File: src/hdl/smx_pkg.sv
package smx_pkg;

  localparam int unsigned MAX_MESSAGE_BYTES = 67108864;
  localparam int unsigned LenW = 27;
  localparam logic [LenW-1:0] LEN_CAP =
    (MAX_MESSAGE_BYTES < 32'h07FF_FFFF) ? LenW'(MAX_MESSAGE_BYTES) : {LenW{1'b1}};

  localparam int unsigned QDepth = 4;
  localparam int unsigned QPtrW = $clog2(QDepth);

  localparam logic [7:0] CH_D   = 8'h44;
  localparam logic [7:0] CH_A   = 8'h41;
  localparam logic [7:0] CH_T   = 8'h54;
  localparam logic [7:0] CH_CR  = 8'h0D;
  localparam logic [7:0] CH_LF  = 8'h0A;
  localparam logic [7:0] CH_DOT = 8'h2E;

  typedef enum logic [1:0] {
    HELD_NONE,
    HELD_DOT,
    HELD_DOT_CR
  } held_e;

  typedef struct packed {
    logic [7:0] data_byte;
    logic       flow_start;
  } item_t;

  typedef struct packed {
    logic [7:0]      out_byte;
    logic            byte_valid;
    logic            in_body;
    logic            header_end;
    logic            message_end;
    logic [LenW-1:0] message_length;
    logic            last_of_run;
  } result_t;

  // fresh: first descriptor of a message, clears the byte counters first.
  // cnt 1: data; cnt 2: '.', data; cnt 3: '.', CR, data.
  typedef struct packed {
    logic       fresh;
    logic       is_end;
    logic [1:0] cnt;
    logic [7:0] data;
  } desc_t;

  function automatic logic [7:0] cmd_char(input logic [2:0] idx);
    logic [7:0] c;
    case (idx)
      3'd0:    c = CH_D;
      3'd1:    c = CH_A;
      3'd2:    c = CH_T;
      3'd3:    c = CH_A;
      3'd4:    c = CH_CR;
      3'd5:    c = CH_LF;
      default: c = 8'h00;
    endcase
    return c;
  endfunction

endpackage

File: src/hdl/smx_front.sv
module smx_front (
  input  logic           clk_i,
  input  logic           rst_ni,
  input  logic           accept_i,
  input  smx_pkg::item_t item_i,
  output smx_pkg::desc_t desc_o,
  output logic           desc_valid_o
);
  import smx_pkg::*;

  logic        mode_q, mode_d;
  logic [2:0]  match_q, match_d;
  logic        start_q, start_d;
  logic [15:0] last2_q, last2_d;
  held_e       held_q, held_d;
  logic        fresh_q, fresh_d;

  logic        eff_mode;
  logic [2:0]  eff_match;
  logic        eff_start;
  logic [15:0] eff_last2;
  held_e       eff_held;
  logic        eff_fresh;
  logic [7:0]  b;
  logic        bol;
  logic [2:0]  m;
  logic        hit;
  logic [2:0]  m_next;

  assign b         = item_i.data_byte;
  assign eff_mode  = item_i.flow_start ? 1'b0 : mode_q;
  assign eff_match = item_i.flow_start ? 3'd0 : match_q;
  assign eff_start = item_i.flow_start ? 1'b1 : start_q;
  assign eff_last2 = item_i.flow_start ? 16'h0000 : last2_q;
  assign eff_held  = item_i.flow_start ? HELD_NONE : held_q;
  assign eff_fresh = item_i.flow_start ? 1'b0 : fresh_q;
  assign bol       = eff_start || (eff_last2 == {CH_CR, CH_LF});

  assign m      = (eff_match > 3'd5) ? 3'd0 : eff_match;
  assign hit    = ((m == 3'd0) && bol && (b == CH_D)) ||
                  ((m != 3'd0) && (b == cmd_char(m)));
  assign m_next = hit ? (m + 3'd1) : ((bol && (b == CH_D)) ? 3'd1 : 3'd0);

  // next state
  always_comb begin
    mode_d  = eff_mode;
    match_d = eff_match;
    held_d  = eff_held;
    fresh_d = eff_fresh;
    last2_d = {eff_last2[7:0], b};
    start_d = 1'b0;
    if (!eff_mode) begin
      if (m_next == 3'd6) begin
        mode_d  = 1'b1;
        match_d = 3'd0;
        held_d  = HELD_NONE;
        fresh_d = 1'b1;
      end else begin
        match_d = m_next;
      end
    end else begin
      case (eff_held)
        HELD_NONE: begin
          if (bol && (b == CH_DOT)) begin
            held_d = HELD_DOT;
          end else begin
            fresh_d = 1'b0;
          end
        end
        HELD_DOT: begin
          if (b == CH_CR) begin
            held_d = HELD_DOT_CR;
          end else begin
            held_d  = HELD_NONE;
            fresh_d = 1'b0;
          end
        end
        HELD_DOT_CR: begin
          held_d  = HELD_NONE;
          fresh_d = 1'b0;
          if (b == CH_LF) begin
            mode_d  = 1'b0;
            match_d = 3'd0;
          end
        end
        default: begin
          held_d = HELD_NONE;
        end
      endcase
    end
  end

  // descriptor output
  always_comb begin
    desc_valid_o  = 1'b0;
    desc_o.fresh  = eff_fresh;
    desc_o.is_end = 1'b0;
    desc_o.cnt    = 2'd1;
    desc_o.data   = b;
    if (eff_mode && accept_i) begin
      case (eff_held)
        HELD_NONE: begin
          desc_valid_o = !(bol && (b == CH_DOT));
        end
        HELD_DOT: begin
          desc_valid_o = (b != CH_CR);
          desc_o.cnt   = (b == CH_DOT) ? 2'd1 : 2'd2;
        end
        HELD_DOT_CR: begin
          desc_valid_o  = 1'b1;
          desc_o.is_end = (b == CH_LF);
          desc_o.cnt    = (b == CH_LF) ? 2'd1 : 2'd3;
        end
        default: begin
          desc_valid_o = 1'b0;
        end
      endcase
    end
  end

  always_ff @(posedge clk_i or negedge rst_ni) begin
    if (!rst_ni) begin
      mode_q  <= 1'b0;
      match_q <= 3'd0;
      start_q <= 1'b1;
      last2_q <= 16'h0000;
      held_q  <= HELD_NONE;
      fresh_q <= 1'b0;
    end else if (accept_i) begin
      mode_q  <= mode_d;
      match_q <= match_d;
      start_q <= start_d;
      last2_q <= last2_d;
      held_q  <= held_d;
      fresh_q <= fresh_d;
    end
  end

endmodule

File: src/hdl/smx_fifo.sv
module smx_fifo (
  input  logic           clk_i,
  input  logic           rst_ni,
  input  logic           push_i,
  input  smx_pkg::desc_t wdata_i,
  input  logic           pop_i,
  output smx_pkg::desc_t rdata_o,
  output logic           full_o,
  output logic           empty_o
);
  import smx_pkg::*;

  desc_t            mem_q [QDepth];
  logic [QPtrW-1:0] wr_ptr_q, rd_ptr_q;
  logic [QPtrW:0]   count_q;
  logic             do_push, do_pop;

  assign full_o  = (count_q == (QPtrW+1)'(QDepth));
  assign empty_o = (count_q == '0);
  assign do_push = push_i && !full_o;
  assign do_pop  = pop_i && !empty_o;
  assign rdata_o = mem_q[rd_ptr_q];

  always_ff @(posedge clk_i) begin
    if (do_push) begin
      mem_q[wr_ptr_q] <= wdata_i;
    end
  end

  always_ff @(posedge clk_i or negedge rst_ni) begin
    if (!rst_ni) begin
      wr_ptr_q <= '0;
      rd_ptr_q <= '0;
      count_q  <= '0;
    end else begin
      if (do_push) begin
        wr_ptr_q <= wr_ptr_q + 1'b1;
      end
      if (do_pop) begin
        rd_ptr_q <= rd_ptr_q + 1'b1;
      end
      if (do_push && !do_pop) begin
        count_q <= count_q + 1'b1;
      end else if (do_pop && !do_push) begin
        count_q <= count_q - 1'b1;
      end
    end
  end

endmodule

File: src/hdl/smx_back.sv
module smx_back (
  input  logic             clk_i,
  input  logic             rst_ni,
  input  smx_pkg::desc_t   head_i,
  input  logic             head_valid_i,
  output logic             head_pop_o,
  input  logic             out_pop_i,
  output smx_pkg::result_t result_o,
  output logic             out_valid_o
);
  import smx_pkg::*;

  logic [1:0]      idx_q;
  logic [1:0]      blank_q, blank_d;
  logic            header_q, header_d;
  logic [LenW-1:0] len_q, len_d;
  result_t         out_q, res_d;
  logic            out_valid_q;

  logic            advance;
  logic            clear;
  logic [1:0]      eff_blank;
  logic            eff_header;
  logic [LenW-1:0] eff_len;
  logic [7:0]      cur_byte;
  logic            last_sub;
  logic [7:0]      want;

  assign advance    = head_valid_i && (!out_valid_q || out_pop_i);
  assign clear      = head_i.fresh && (idx_q == 2'd0);
  assign eff_blank  = clear ? 2'd0 : blank_q;
  assign eff_header = clear ? 1'b0 : header_q;
  assign eff_len    = clear ? '0 : len_q;
  assign last_sub   = head_i.is_end || (idx_q == 2'(head_i.cnt - 2'd1));
  assign head_pop_o = advance && last_sub;
  assign want       = eff_blank[0] ? CH_LF : CH_CR;

  always_comb begin
    case (head_i.cnt)
      2'd3: begin
        cur_byte = (idx_q == 2'd0) ? CH_DOT : ((idx_q == 2'd1) ? CH_CR : head_i.data);
      end
      2'd2: begin
        cur_byte = (idx_q == 2'd0) ? CH_DOT : head_i.data;
      end
      default: begin
        cur_byte = head_i.data;
      end
    endcase
  end

  always_comb begin
    res_d             = '0;
    res_d.last_of_run = last_sub;
    blank_d           = eff_blank;
    header_d          = eff_header;
    len_d             = eff_len;
    if (head_i.is_end) begin
      res_d.message_end    = 1'b1;
      res_d.message_length = eff_len;
      blank_d              = 2'd0;
      header_d             = 1'b0;
      len_d                = '0;
    end else begin
      res_d.out_byte   = cur_byte;
      res_d.byte_valid = 1'b1;
      res_d.in_body    = eff_header;
      if (eff_len < LEN_CAP) begin
        len_d = eff_len + 1'b1;
      end
      if (!eff_header) begin
        if (cur_byte == want) begin
          if (eff_blank == 2'd3) begin
            header_d         = 1'b1;
            res_d.header_end = 1'b1;
            blank_d          = 2'd0;
          end else begin
            blank_d = eff_blank + 2'd1;
          end
        end else begin
          blank_d = (cur_byte == CH_CR) ? 2'd1 : 2'd0;
        end
      end
    end
  end

  always_ff @(posedge clk_i) begin
    if (advance) begin
      out_q <= res_d;
    end
  end

  always_ff @(posedge clk_i or negedge rst_ni) begin
    if (!rst_ni) begin
      idx_q       <= 2'd0;
      blank_q     <= 2'd0;
      header_q    <= 1'b0;
      len_q       <= '0;
      out_valid_q <= 1'b0;
    end else begin
      if (advance) begin
        idx_q       <= last_sub ? 2'd0 : (idx_q + 2'd1);
        blank_q     <= blank_d;
        header_q    <= header_d;
        len_q       <= len_d;
        out_valid_q <= 1'b1;
      end else if (out_pop_i) begin
        out_valid_q <= 1'b0;
      end
    end
  end

  assign result_o    = out_q;
  assign out_valid_o = out_valid_q;

  a_end_alone: assert property (@(posedge clk_i) disable iff (!rst_ni)
    out_valid_q && out_q.message_end |-> out_q.last_of_run && !out_q.byte_valid)
    else $error("end beat carries a byte or is not last of run");

  a_mid_head_held: assert property (@(posedge clk_i) disable iff (!rst_ni)
    idx_q != 2'd0 |-> head_valid_i && !head_i.is_end)
    else $error("descriptor left mid-sequence");

  a_idx_range: assert property (@(posedge clk_i) disable iff (!rst_ni)
    idx_q != 2'd0 |-> idx_q < head_i.cnt)
    else $error("sub-beat index past descriptor count");

  a_len_cap: assert property (@(posedge clk_i) disable iff (!rst_ni)
    len_q <= LEN_CAP)
    else $error("length counter above cap");

endmodule

File: src/hdl/smtp_message_extractor_unit.sv
// SMTP DATA extractor with leading-dot unstuffing.
// Input queue side: one client stream byte per beat (item_i), accepted when
// push is high and full is low. flow_start in a beat resets the parser to
// command mode before that byte is parsed.
// Result queue side: result_o holds the oldest result while empty is low;
// it is taken when pop is high. Each byte yields zero to three beats: message
// bytes, and one end-only beat per message carrying the saturated length.
// last_of_run marks the final beat of one input byte.
// The first result of a byte passes the descriptor queue and output register.
// Throughput: one byte per cycle while results are drained and full is
// low; result beats leave at one per cycle while pop is high, set by the
// single back-end output register. A 4-entry descriptor queue between the
// parser and the output stage absorbs bytes that expand into 2 or 3 beats;
// full rises when it fills, including while pop is held low.
// Reset: command mode, at stream start, all queues empty.
module smtp_message_extractor_unit (
  input  logic             clk_i,
  input  logic             rst_ni,
  input  logic             push,
  output logic             full,
  input  smx_pkg::item_t   item_i,
  output logic             empty,
  input  logic             pop,
  output smx_pkg::result_t result_o
);
  import smx_pkg::*;

  desc_t desc, head;
  logic  desc_valid;
  logic  accept;
  logic  q_empty;
  logic  head_pop;
  logic  out_valid;
  logic  out_pop;

  assign accept  = push && !full;
  assign empty   = !out_valid;
  assign out_pop = pop && out_valid;

  smx_front u_front (
    .clk_i        (clk_i),
    .rst_ni       (rst_ni),
    .accept_i     (accept),
    .item_i       (item_i),
    .desc_o       (desc),
    .desc_valid_o (desc_valid)
  );

  smx_fifo u_fifo (
    .clk_i   (clk_i),
    .rst_ni  (rst_ni),
    .push_i  (desc_valid),
    .wdata_i (desc),
    .pop_i   (head_pop),
    .rdata_o (head),
    .full_o  (full),
    .empty_o (q_empty)
  );

  smx_back u_back (
    .clk_i        (clk_i),
    .rst_ni       (rst_ni),
    .head_i       (head),
    .head_valid_i (!q_empty),
    .head_pop_o   (head_pop),
    .out_pop_i    (out_pop),
    .result_o     (result_o),
    .out_valid_o  (out_valid)
  );

endmodule

File: config.mk
export PLATFORM = sky130hd
export DESIGN_NAME = smtp_message_extractor_unit
export DESIGN_NICKNAME = d
export VERILOG_FILES = /design/src/hdl/smx_pkg.sv /design/src/hdl/smx_front.sv /design/src/hdl/smx_fifo.sv /design/src/hdl/smx_back.sv /design/src/hdl/smtp_message_extractor_unit.sv
export SDC_FILE = /design/constraint.sdc
export NUM_CORES = 1
export LEC_CHECK = 0
export BUFFER_PORTS_ARGS = -buffer_cell sky130_fd_sc_hd__clkbuf_2
export CAP_MARGIN = 20
export CORE_MARGIN = 2
export CORE_UTILIZATION = 45
export CTS_CLUSTER_DIAMETER = 150
export DETAILED_ROUTE_END_ITERATION = 8
export SYNTH_ARGS = -nofsm -noshare
export SYNTH_HDL_FRONTEND = slang
export SYNTH_SLANG_ARGS = --single-unit
File: constraint.sdc
create_clock -name clk_i -period 8.2 [get_ports clk_i]
set_input_delay 1.64 -clock clk_i [delete_from_list [all_inputs] [get_ports clk_i]]
set_output_delay 1.64 -clock clk_i [all_outputs]
set_load 0.05 [all_outputs]
Yosys cells after proc, flatten, opt, wreduce, memory -nomap -nowiden
Memories as Yosys holds them, arrays and structs flattened.
Index checks and enable logic that the tools add are counted.
{"block": "op_classes", "addsub": 9, "magnitude_cmp": 2, "n_eq_ne": 23, "n_mux": 64, "reduce_logical": 34}
{"cell": "27-bit 2-to-1 mux", "count": 3}
{"cell": "3-bit 2-to-1 mux", "count": 12}
{"cell": "7-bit one-hot mux with 5 select lines", "count": 1}
{"cell": "28-bit 2-to-1 mux", "count": 1}
{"cell": "27-bit by 1-bit adder with 27-bit output, second input constant", "count": 1}
{"cell": "27-bit less-than comparator, second input constant", "count": 1}
{"cell": "2-bit 2-to-1 mux", "count": 13}
{"cell": "1-bit 2-to-1 mux", "count": 25}
{"cell": "8-bit by 4-bit equality test with 1-bit output, second input constant", "count": 3}
{"cell": "8-bit 2-to-1 mux", "count": 3}
{"cell": "16-bit by 12-bit equality test with 1-bit output, second input constant", "count": 1}
{"cell": "16-bit 2-to-1 mux", "count": 1}
{"cell": "8-bit one-hot mux with 2 select lines", "count": 1}
{"cell": "1-bit logical AND", "count": 15}
{"cell": "3-bit equality test, second input constant", "count": 4}
{"cell": "2-bit by 1-bit adder with 2-bit output, second input constant", "count": 4}
{"cell": "2-bit equality test, second input constant", "count": 4}
{"cell": "8-bit by 4-bit equality test with 1-bit output", "count": 1}
{"cell": "8-bit by 6-bit equality test with 1-bit output, second input constant", "count": 1}
{"cell": "8-bit by 7-bit equality test with 1-bit output", "count": 1}
{"cell": "8-bit by 7-bit equality test with 1-bit output, second input constant", "count": 1}
{"cell": "8-bit by 4-bit inequality test with 1-bit output, second input constant", "count": 1}
{"cell": "2-bit one-hot mux with 2 select lines", "count": 2}
{"cell": "3-bit by 1-bit adder with 3-bit output, second input constant", "count": 2}
{"cell": "15 further kinds", "count": 30}
{"block": "totals", "ff_bits": 104, "ram_bits": 48, "in_bits": 13, "out_inout_bits": 42, "word_cells": 154, "mem_count": 1}
{"name": "u_fifo.mem_q", "words": 4, "word_bits": 12, "read_ports": 1, "rd_ports_with_merged_regs": 0, "write_ports": 1, "line_no": "smx_fifo.sv:13", "text": "desc_t mem_q [QDepth];"}

Logic depth before layout (Yosys ltp)
Gate-level depths: netlist (run 1).
{"block": "depth", "depth_word": 13, "depth_mapped": 15, "mapped_depth_nobuf": 13}

Hierarchy
A second synthesis (run 1) with hierarchy kept.
{"block": "unflattened", "hier_cells": 632, "area_unflattened_um2": 7492.2}
{"mod": "smx_back", "instances": 1, "cells_per_inst": 359, "area_each_um2": 3721.1, "seq_area_each_um2": 2026.9}
{"mod": "smx_fifo", "instances": 1, "cells_per_inst": 99, "area_each_um2": 2164.6, "seq_area_each_um2": 1616.6}
{"mod": "smx_front", "instances": 1, "cells_per_inst": 170, "area_each_um2": 1584.0, "seq_area_each_um2": 601.8}
{"mod": "smtp_message_extractor_unit", "instances": 1, "cells_per_inst": 4, "area_each_um2": 22.5, "seq_area_each_um2": 0.0}

Worst setup path before layout (run 1)
Ideal clock, no wire load.
{"block": "synth_path", "path_kind": "input to register", "start": "in item_i[5] (netlist name)", "end": "reg u_fifo.count_q[1]", "arrival_ns": 3.881, "t_required_ns": 8.075, "slack_ns": 4.195, "cell_stages": 9, "cell_sequence": "or4b_1 > nor3b_1 > nand3_1 > o21ai_1 > a211oi_2 > ha_1 > inv_1 > fa_1 > mux2_2"}
{"block": "synth_via", "elab_chain_cells": 9, "elab_cells_between_ends": 12}
{"element": "start: declaration", "line_no": "smtp_message_extractor_unit.sv:21", "text": "input smx_pkg::item_t item_i,"}
{"element": "8-bit by 6-bit equality test with 1-bit output", "line_no": "smx_front.sv:103", "text": "desc_valid_o = !(bol && (b == CH_DOT));"}
{"element": "1-bit logical AND", "line_no": "smx_front.sv:103"}
{"element": "1-bit zero test", "line_no": "smx_front.sv:103"}
{"element": "1-bit one-hot mux with 3 select lines *", "line_no": "smx_front.sv:101", "text": "case (eff_held)"}
{"element": "1-bit 2-to-1 mux *", "line_no": "smx_front.sv:100", "text": "if (eff_mode && accept_i) begin"}
{"element": "1-bit logical AND *", "line_no": "smx_fifo.sv:20", "text": "assign do_push = push_i && !full_o;"}
{"element": "named net u_fifo.do_push", "line_no": "smx_fifo.sv:16", "text": "logic do_push, do_pop;"}
{"element": "1-bit zero test", "line_no": "smx_fifo.sv:44", "text": "end else if (do_pop && !do_push) begin"}
{"element": "1-bit logical AND", "line_no": "smx_fifo.sv:44"}
{"element": "2-bit nonzero test (no source line)"}
{"element": "end signal: assignment", "line_no": "smx_fifo.sv:43", "text": "count_q <= count_q + 1'b1;"}
{"element": "end signal: assignment", "line_no": "smx_fifo.sv:45", "text": "count_q <= count_q - 1'b1;"}
{"element": "end: declaration", "line_no": "smx_fifo.sv:15", "text": "logic [QPtrW:0] count_q;"}
The timed path passes the listed nets; every way through them passes the cells marked *.
A chain may end at the register's enable or synchronous reset.

Final worst setup path (run 1)
{"block": "layout_path", "start": "in item_i[0] (netlist name)", "end": "reg u_fifo.count_q[2]"}
{"block": "layout_via", "elab_chain_cells": 11, "elab_cells_between_ends": 20}
{"element": "16-bit 2-to-1 mux", "line_no": "smx_front.sv:34", "text": "assign eff_last2 = item_i.flow_start ? 16'h0000 : last2_q;"}
{"element": "16-bit by 12-bit equality test with 1-bit output", "line_no": "smx_front.sv:37", "text": "assign bol = eff_start || (eff_last2 == {CH_CR, CH_LF});"}
{"element": "1-bit logical OR", "line_no": "smx_front.sv:37"}
{"element": "1-bit logical AND", "line_no": "smx_front.sv:103"}
{"element": "1-bit zero test", "line_no": "smx_front.sv:103"}
{"element": "1-bit one-hot mux with 3 select lines", "line_no": "smx_front.sv:101"}
{"element": "1-bit 2-to-1 mux *", "line_no": "smx_front.sv:100"}
{"element": "1-bit logical AND *", "line_no": "smx_fifo.sv:20"}
{"element": "named net u_fifo.do_push", "line_no": "smx_fifo.sv:16"}
{"element": "1-bit zero test", "line_no": "smx_fifo.sv:44"}
{"element": "1-bit logical AND", "line_no": "smx_fifo.sv:44"}
{"element": "2-bit nonzero test (no source line)"}
Marks and branches as above.

==> reports/summary.txt, run 1 <==
number of flops mapped to enable cells by yosys: 88
relative slew slack: 42.6%
layout overhead on the synthesized area: 14.3%
endpoint class of the critical path: register
drt initial violations: 441
highest net fanout along the worst path: 19
share of synthesized registers carrying an async set or reset: 42.1%
YS warnings: 0
startpoint of the worst register-to-register path: u_fifo.rd_ptr_q[0]
antenna violations before repair: 0
Worst EP required: 8.55 ns
clk root buf: sky130_fd_sc_hd__clkbuf_16
clock input transition at the sequential cells of the worst setup and hold paths: 0.06 ns
Via Count: 4948
vias per inst: 5.52
final cycle utilization of the critical path: 50.9%
synthesized flop and latch total: 152
clock period minus final worst setup slack: 4.17 ns
fin util: 52.2%
count of mapped cells out of synthesis: 616
hold-fix buffers at CTS: 0
sequential power share: 38.1%
class of the tightest hold or removal check: reg -> reg
post-synthesis sequential area ratio: 59.1%
number of buffers created by CTS: 17
leftover overflow at the end of global routing: 0
endpoint with the worst hold slack: u_front.last2_q[10]
fraction of layout cells with a size suffix above 1: 16.9%
fill cell instance count of the final layout: 1361
area of the die: 0.0170 mm2
number of setup buffers added after CTS: 0
Nets: 700
synth unique cells: 65
largest net degree at the start of global routing: 66
total global-route track usage: 19.1%
Pins Over Slew Limit: 0
f_max: 240 MHz
critical path class: in -> reg
Worst Reg2Reg Path Length in Cells: 11
slack of the worst reg-to-reg path: 4.44 ns
final worst-path setup slack: 4.03 ns
total iterations of the first detailed-routing run: 5
input/output buffers: 54
Psw: 0.00114 W
Worst Path Arrival: 4.53 ns
CTS sink cnt: 152
setup repair after global routing missed its margin: no
run status: complete, no violations
effective utilization at floorplan: 45.7%
CP startpoint kind: input pin
Wirelength per Cell: 17.1 um
worst setup slack before clock tree synthesis: 3.54 ns
fraction of power consumed by combinational cells: 35.2%
peak supply drop: 161 uV
placer congestion estimate: 0.809
Final Routed Wirelength: 15300 um
H-tree levels: 4
Total Negative Setup Slacks: 0 ns
Sw Ratio: 40.1%
number of global-route vias before repair: 4915
power after layout: 0.00283 W
DRC violation count after routing: 0
total of cells resized after clock tree synthesis: 0
die height: 130 um
wire length of the first global-routing pass: 24800 um
Detailed Place HPWL: 10200 um
post-synthesis average cell area: 11.7 um2
TritonCTS clock tree: done
netlist area before placement: 0.00718 mm2
number of top-level pins: 55
antenna diode instance count: 0
final std cell area, no fill: 0.00821 mm2
Setup-failing EPs final: 0
Hold Crit Depth: 2
post-route clock skew: 0.00905 ns
max-capacitance violation count: 0
clock insertion delay at the later pin of the skew report: 0.43 ns
post-synthesis net count: 648
final number of hold-violating endpoints: 0
launch instance of the worst min-delay path: u_front.last2_q[10]
LEAKAGE: 3.36 nW
endpoint of the worst-slack reg-to-reg timing path: u_back.len_q[18]
horizontal extent of the die: 130 um
clock buffer depth: 2
power share of the clock group: 26.7%
main flop type after synthesis: sky130_fd_sc_hd__edfxtp_1
standard-cell rows: 46
worst slew pin tran: 0.861 ns
power density cells: 345 mW/mm2
area post-placement: 0.00763 mm2
total internal power: 0.00169 W
core outline area: 0.0157 mm2
Antenna Violating Nets Remaining: 0
logic make-up (layout without fill, tap and decap cells):
group                      count (synthesis)  after routing  share of synthesized area (%)
and+or+nand+nor                          244            244                           18.1
xor gates and xnor gates                  13             13                           1.59
muxes                                     17             17                           4.39
DFF                                      152            152                           59.1
adders and majority gates                 19             19                           3.41
AOI/OAI and AO/OA                        121            121                           10.4
buffers and inverters                     50            115                           2.98
layout make-up:
| class | count | area, um2 | share of cell area, % |
|---|---|---|---|
| clock buffer | 17 | 425 | 5.18 |
| clock inverter | 15 | 140 | 1.71 |
| inverter | 24 | 90.1 | 1.10 |
| multi-input combinational | 414 | 2720 | 33.2 |
| sequential | 152 | 4250 | 51.7 |
| tap | 216 | 270 | 3.29 |
| timing repair buffer | 59 | 315 | 3.84 |
per-stage QoR:
step | cells | hold WS (ns)
5_1_grt | 897 | 0.513
3_3_place_gp | 864 | 0.465
3_5_place_dp | 864 | 0.463
4_1_cts | 896 | 0.478
6_report | 897 | 0.475
2_1_floorplan | 616 | 0.441
metal layers:
| metal | vias to the layer above | wire (um) | part of all wire, % | GRT usage, % |
|---|---|---|---|---|
| met5 | - | 0 | 0 | 0 |
| met4 | 0 | 277 | 1.8 | 8.01 |
| met3 | 25 | 545 | 3.6 | 3.77 |
| met2 | 122 | 7600 | 50 | 32.1 |
| met1 | 2423 | 6900 | 45 | 24.3 |
| li1 | 2378 | - | - | - |
how the worst max path moves through the flow:
stage,start,endpoint,slack [ns],cells after the start
after floorplan,item_i[5],u_fifo.count_q[1],4.19,9
final,item_i[0],u_fifo.count_q[2],4.03,12
after detailed placement,item_i[0],u_fifo.count_q[2],3.54,12
after global routing,item_i[0],u_fifo.count_q[2],3.67,12
after global placement,item_i[0],u_fifo.count_q[2],3.76,12
after CTS,item_i[0],u_fifo.count_q[2],3.98,12
critical path, stage by stage:
cell	delay, ns
sky130_fd_sc_hd__clkbuf_2	0.27
sky130_fd_sc_hd__nand2b_1	0.17
sky130_fd_sc_hd__nor4_1	0.06
sky130_fd_sc_hd__a211oi_1	0.59
sky130_fd_sc_hd__o21ai_1	0.16
sky130_fd_sc_hd__a211oi_2	0.43
sky130_fd_sc_hd__ha_1	0.28
sky130_fd_sc_hd__inv_1	0.07
sky130_fd_sc_hd__fa_1	0.38
sky130_fd_sc_hd__xor2_1	0.17
sky130_fd_sc_hd__nor2_1	0.13
sky130_fd_sc_hd__xor2_1	0.16
synth_stat cells (all sizes together) (10+ instances only):
library cell | number | share of area, %
a21oi | 20 | 1.4
and2 | 10 | 0.91
and3 | 31 | 2.7
clkbuf | 17 | 0.91
dfrtp | 63 | 22
edfxtp | 88 | 37
ha | 18 | 3.1
inv | 23 | 1.2
mux4 | 11 | 3.5
nand2 | 85 | 4.4
nand2b | 20 | 1.7
nand3 | 16 | 1.1
nor2 | 24 | 1.3
nor3 | 12 | 0.91
nor4 | 10 | 0.96
o21ai | 56 | 3.9
xnor2 | 10 | 1.2
power groups by stage:
stage,Clock [W],Combinational [W],Sequential (W)
after floorplan,0,0.000560,0.00129
after global placement,0,0.000963,0.00109
after detailed placement,0,0.000991,0.00110
after CTS,0.000768,0.000994,0.00108
after global routing,0.000803,0.00108,0.00110
final,0.000757,0.000995,0.00108
layout by cell type (no fill, tap or decap), types with 10 or more instances in the layout:
cell type,count
sky130_fd_sc_hd__clkbuf_16,17
sky130_fd_sc_hd__o21ai_0,53
sky130_fd_sc_hd__nor3_1,11
sky130_fd_sc_hd__nor2_1,24
sky130_fd_sc_hd__mux4_2,10
sky130_fd_sc_hd__and3_1,31
sky130_fd_sc_hd__inv_1,23
sky130_fd_sc_hd__a21oi_1,20
sky130_fd_sc_hd__ha_1,18
sky130_fd_sc_hd__dfrtp_1,63
sky130_fd_sc_hd__edfxtp_1,88
sky130_fd_sc_hd__nand3_1,16
sky130_fd_sc_hd__nand2_1,85
sky130_fd_sc_hd__clkbuf_2,54
sky130_fd_sc_hd__xnor2_1,10
sky130_fd_sc_hd__nand2b_1,20
registers in the layout, summed over array words and instances (netlist names):
name                cells
u_back.out_valid_o      1
u_fifo.rd_ptr_q         2
u_front.last2_q        16
u_fifo.count_q          3
u_front.mode_q          1
u_back.len_q           27
u_fifo.wr_ptr_q         2
u_back.header_q         1
u_front.fresh_q         1
u_back.idx_q            2
u_front.match_q         3
u_front.start_q         1
u_fifo.mem_q           48
u_back.result_o        40
u_back.blank_q          2
u_front.held_q          2
Power figures use the tool's default switching activity.
==> run 2: changes to the inputs <==
--- a/config.mk
+++ b/config.mk
@@ -5,6 +5,7 @@
 export SDC_FILE = /design/constraint.sdc
 export NUM_CORES = 1
 export LEC_CHECK = 0
+export ABC_AREA = 1
 export BUFFER_PORTS_ARGS = -buffer_cell sky130_fd_sc_hd__clkbuf_2
 export CAP_MARGIN = 20
 export CORE_MARGIN = 2
==> constraint.sdc (replaced) <==
create_clock -name clk_i -period 3.8 [get_ports clk_i]
set_input_delay 0.76 -clock clk_i [delete_from_list [all_inputs] [get_ports clk_i]]
set_output_delay 0.76 -clock clk_i [all_outputs]
set_load 0.05 [all_outputs]
==> run 2 against run 1 <==
Worst hold slack worse by 0.027 ns. Sequential power is 110% higher. Sequential share of layout area is 4.5 points lower. Critical path depth stayed put. Clock power is 120% higher.
==> reports/summary.txt, run 2 <==
run status: complete, no violations
CTS sink cnt: 152
leftover overflow at the end of global routing: 0
number of buffers created by CTS: 17
power density cells: 710 mW/mm2
post-route clock skew: 0.0134 ns
drt initial violations: 365
die height: 136 um
antenna diode instance count: 0
core outline area: 0.0172 mm2
clock period minus final worst setup slack: 3.05 ns
hold-fix buffers at CTS: 0
cell type with the largest total area after synthesis: sky130_fd_sc_hd__edfxtp_1
TritonCTS clock tree: done
CP peak stage delay: 0.66 ns
number of top-level pins: 55
clock input transition at the sequential cells of the worst setup and hold paths: 0.07 ns
H-tree levels: 4
relative slew slack: 41.6%
Worst EP required: 4.11 ns
DRC violation count after routing: 0
cell types with the largest area share after synthesis: sky130_fd_sc_hd__edfxtp_1 34%, sky130_fd_sc_hd__dfrtp_1 20%, sky130_fd_sc_hd__nand2_1 10%, sky130_fd_sc_hd__nor2_1 6.2%, sky130_fd_sc_hd__inv_1 4.8%
startpoint of the worst register-to-register path: u_fifo.rd_ptr_q[0]
final std cell area, no fill: 0.00900 mm2
slack of the worst reg-to-reg path: 0.75 ns
Nets: 989
Wirelength per Cell: 14.8 um
number of flops mapped to enable cells by yosys: 88
post-synthesis net count: 926
share of synthesized registers carrying an async set or reset: 42.1%
setup repair after global routing missed its margin: no
Detailed Place HPWL: 12300 um
fraction of layout cells with a size suffix above 1: 14.5%
horizontal extent of the die: 136 um
register containing the most flip-flops in the final layout: u_fifo.mem_q
synth unique cells: 51
detailed-routing wirelength on met1: 8530 um
f_max: 328 MHz
area of the die: 0.0186 mm2
class of the tightest hold or removal check: in -> async
input/output buffers: 54
post-synthesis sequential area ratio: 53.8%
fill cell instance count of the final layout: 1641
standard-cell rows: 48
final cycle utilization of the critical path: 80.2%
total iterations of the first detailed-routing run: 5
met2 routed wirelength: 8290 um
cell with the most instances after synthesis: sky130_fd_sc_hd__nand2_1
launch point of the worst path: u_fifo.rd_ptr_q[0]
CP max stage cell: sky130_fd_sc_hd__dfrtp_1
area taken by multi-input logic gates: 0.00308 mm2
uppermost routed layer: met4
YS warnings: 0
vias per inst: 5.14
effective utilization at floorplan: 45.7%
clock insertion delay at the later pin of the skew report: 0.43 ns
total of cells resized after clock tree synthesis: 0
placer congestion estimate: 0.848
peak supply drop: 371 uV
antenna violations before repair: 0
Worst Path Arrival: 3.36 ns
final worst-path setup slack: 0.752 ns
CP startpoint kind: register
synthesized flop and latch total: 152
number of global-route vias before repair: 5760
clock buffer depth: 2
critical path class: reg -> reg
list of most frequent post-synthesis cells: 210 x sky130_fd_sc_hd__nand2_1, 130 x sky130_fd_sc_hd__nor2_1, 100 x sky130_fd_sc_hd__inv_1
wire length of the first global-routing pass: 29600 um
max reg flops: 48
Total Negative Setup Slacks: 0 ns
largest net degree at the start of global routing: 44
leading cell type in the layout, fill and taps excluded: sky130_fd_sc_hd__nand2_1
Sequential cell area: 0.00425 mm2
share of the synthesized area in the top cell type: 33.5%
Antenna Violating Nets Remaining: 0
layout overhead on the synthesized area: 14.1%
most used cells in the layout excluding fill and tap cells: 210 x sky130_fd_sc_hd__nand2_1, 128 x sky130_fd_sc_hd__nor2_1, 100 x sky130_fd_sc_hd__inv_1
endpoint class of the critical path: register
Final Routed Wirelength: 17700 um
worst setup slack before clock tree synthesis: 0.453 ns
Via Count: 6138
total global-route track usage: 20.6%
Pins Over Slew Limit: 0
main flop type after synthesis: sky130_fd_sc_hd__edfxtp_1
post-synthesis average cell area: 8.82 um2
netlist area before placement: 0.00789 mm2
Setup-failing EPs final: 0
cell-by-cell trace of the critical path: inv_6 -> o21ai_0 -> o22ai_1 -> ha_1 -> xnor2_1 -> nand3_1 -> nand2_1 -> nand2_1 -> ha_1 -> inv_1 -> fa_1 -> mux2_2
final number of hold-violating endpoints: 0
max-capacitance violation count: 0
amount of wire on met3 after detailed routing: 710 um
highest net fanout along the worst path: 24
number of setup buffers added after CTS: 0
area post-placement: 0.00842 mm2
worst slew pin tran: 0.876 ns
count of mapped cells out of synthesis: 894
clk root buf: sky130_fd_sc_hd__clkbuf_16
LEAKAGE: 3.94 nW
[run 2: critical path, delay by kind of cell, from the launching register on]
kind	cells	cell delay, ns
simple gates	3	0.37
buf+inv	2	0.25
flops	1	0.66
compound gates	2	0.31
xor+xnor	1	0.15
fa+ha+maj	3	0.94
mux	1	0.26
[run 2: layout make-up]
class                           count  share of cell area, %
Clock inverter                     15                   1.72
Sequential cell                   152                   47.2
Tap cell                          225                   3.13
Timing Repair Buffer               72                   4.51
Clock buffer                       17                   4.73
Inverter                          106                   4.48
Multi-Input combinational cell    608                   34.2
[run 2: through the flow]
stage               hold WS (ns)  std cells  total power, W  util [%]
finish                     0.447       1195         0.00638      52.2
global route               0.494       1195         0.00679      52.2
CTS                        0.478       1195         0.00644      52.2
detailed placement         0.469       1163         0.00475      48.8
global placement           0.464       1163         0.00473      48.8
floorplan                  0.437        894         0.00419         -
[run 2: cell families (layout without fill, tap and decap cells)]
logic type / after synthesis / after routing / synth area share (%)
AOI/OAI and AO/OA: 105 / 105 / 7.27
xor gates and xnor gates: 14 / 14 / 1.56
adders and majority gates: 19 / 19 / 3.11
buffers and inverters: 134 / 210 / 7.22
DFF: 152 / 152 / 53.8
muxes: 1 / 1 / 0.143
and+or+nand+nor: 469 / 469 / 26.9
[run 2: final timing paths]
path / end / depth (start not counted)
setup / recovery: u_fifo.count_q[1] / 12
hold / removal: u_front.last2_q[3] / 1
hold reg to reg: u_front.start_q / 2
min in group clk_i: u_front.start_q / 2
max in group asynchronous: u_back.blank_q[0] / 2
setup reg to reg: u_fifo.count_q[1] / 12
[run 2: routing by layer]
metal	up-vias	GRT usage, %
met4	0	5.15
li1	3084	-
met5	-	0
met3	16	4.21
met1	2900	29.0
met2	138	32.7
[run 2: where the power goes]
part           internal, W  leakage [nW]  switching (W)
clock             0.000929         0.281       0.000756
combinational     0.000596          1.98        0.00181
sequential         0.00212          1.68       0.000168
total              0.00365          3.94        0.00274
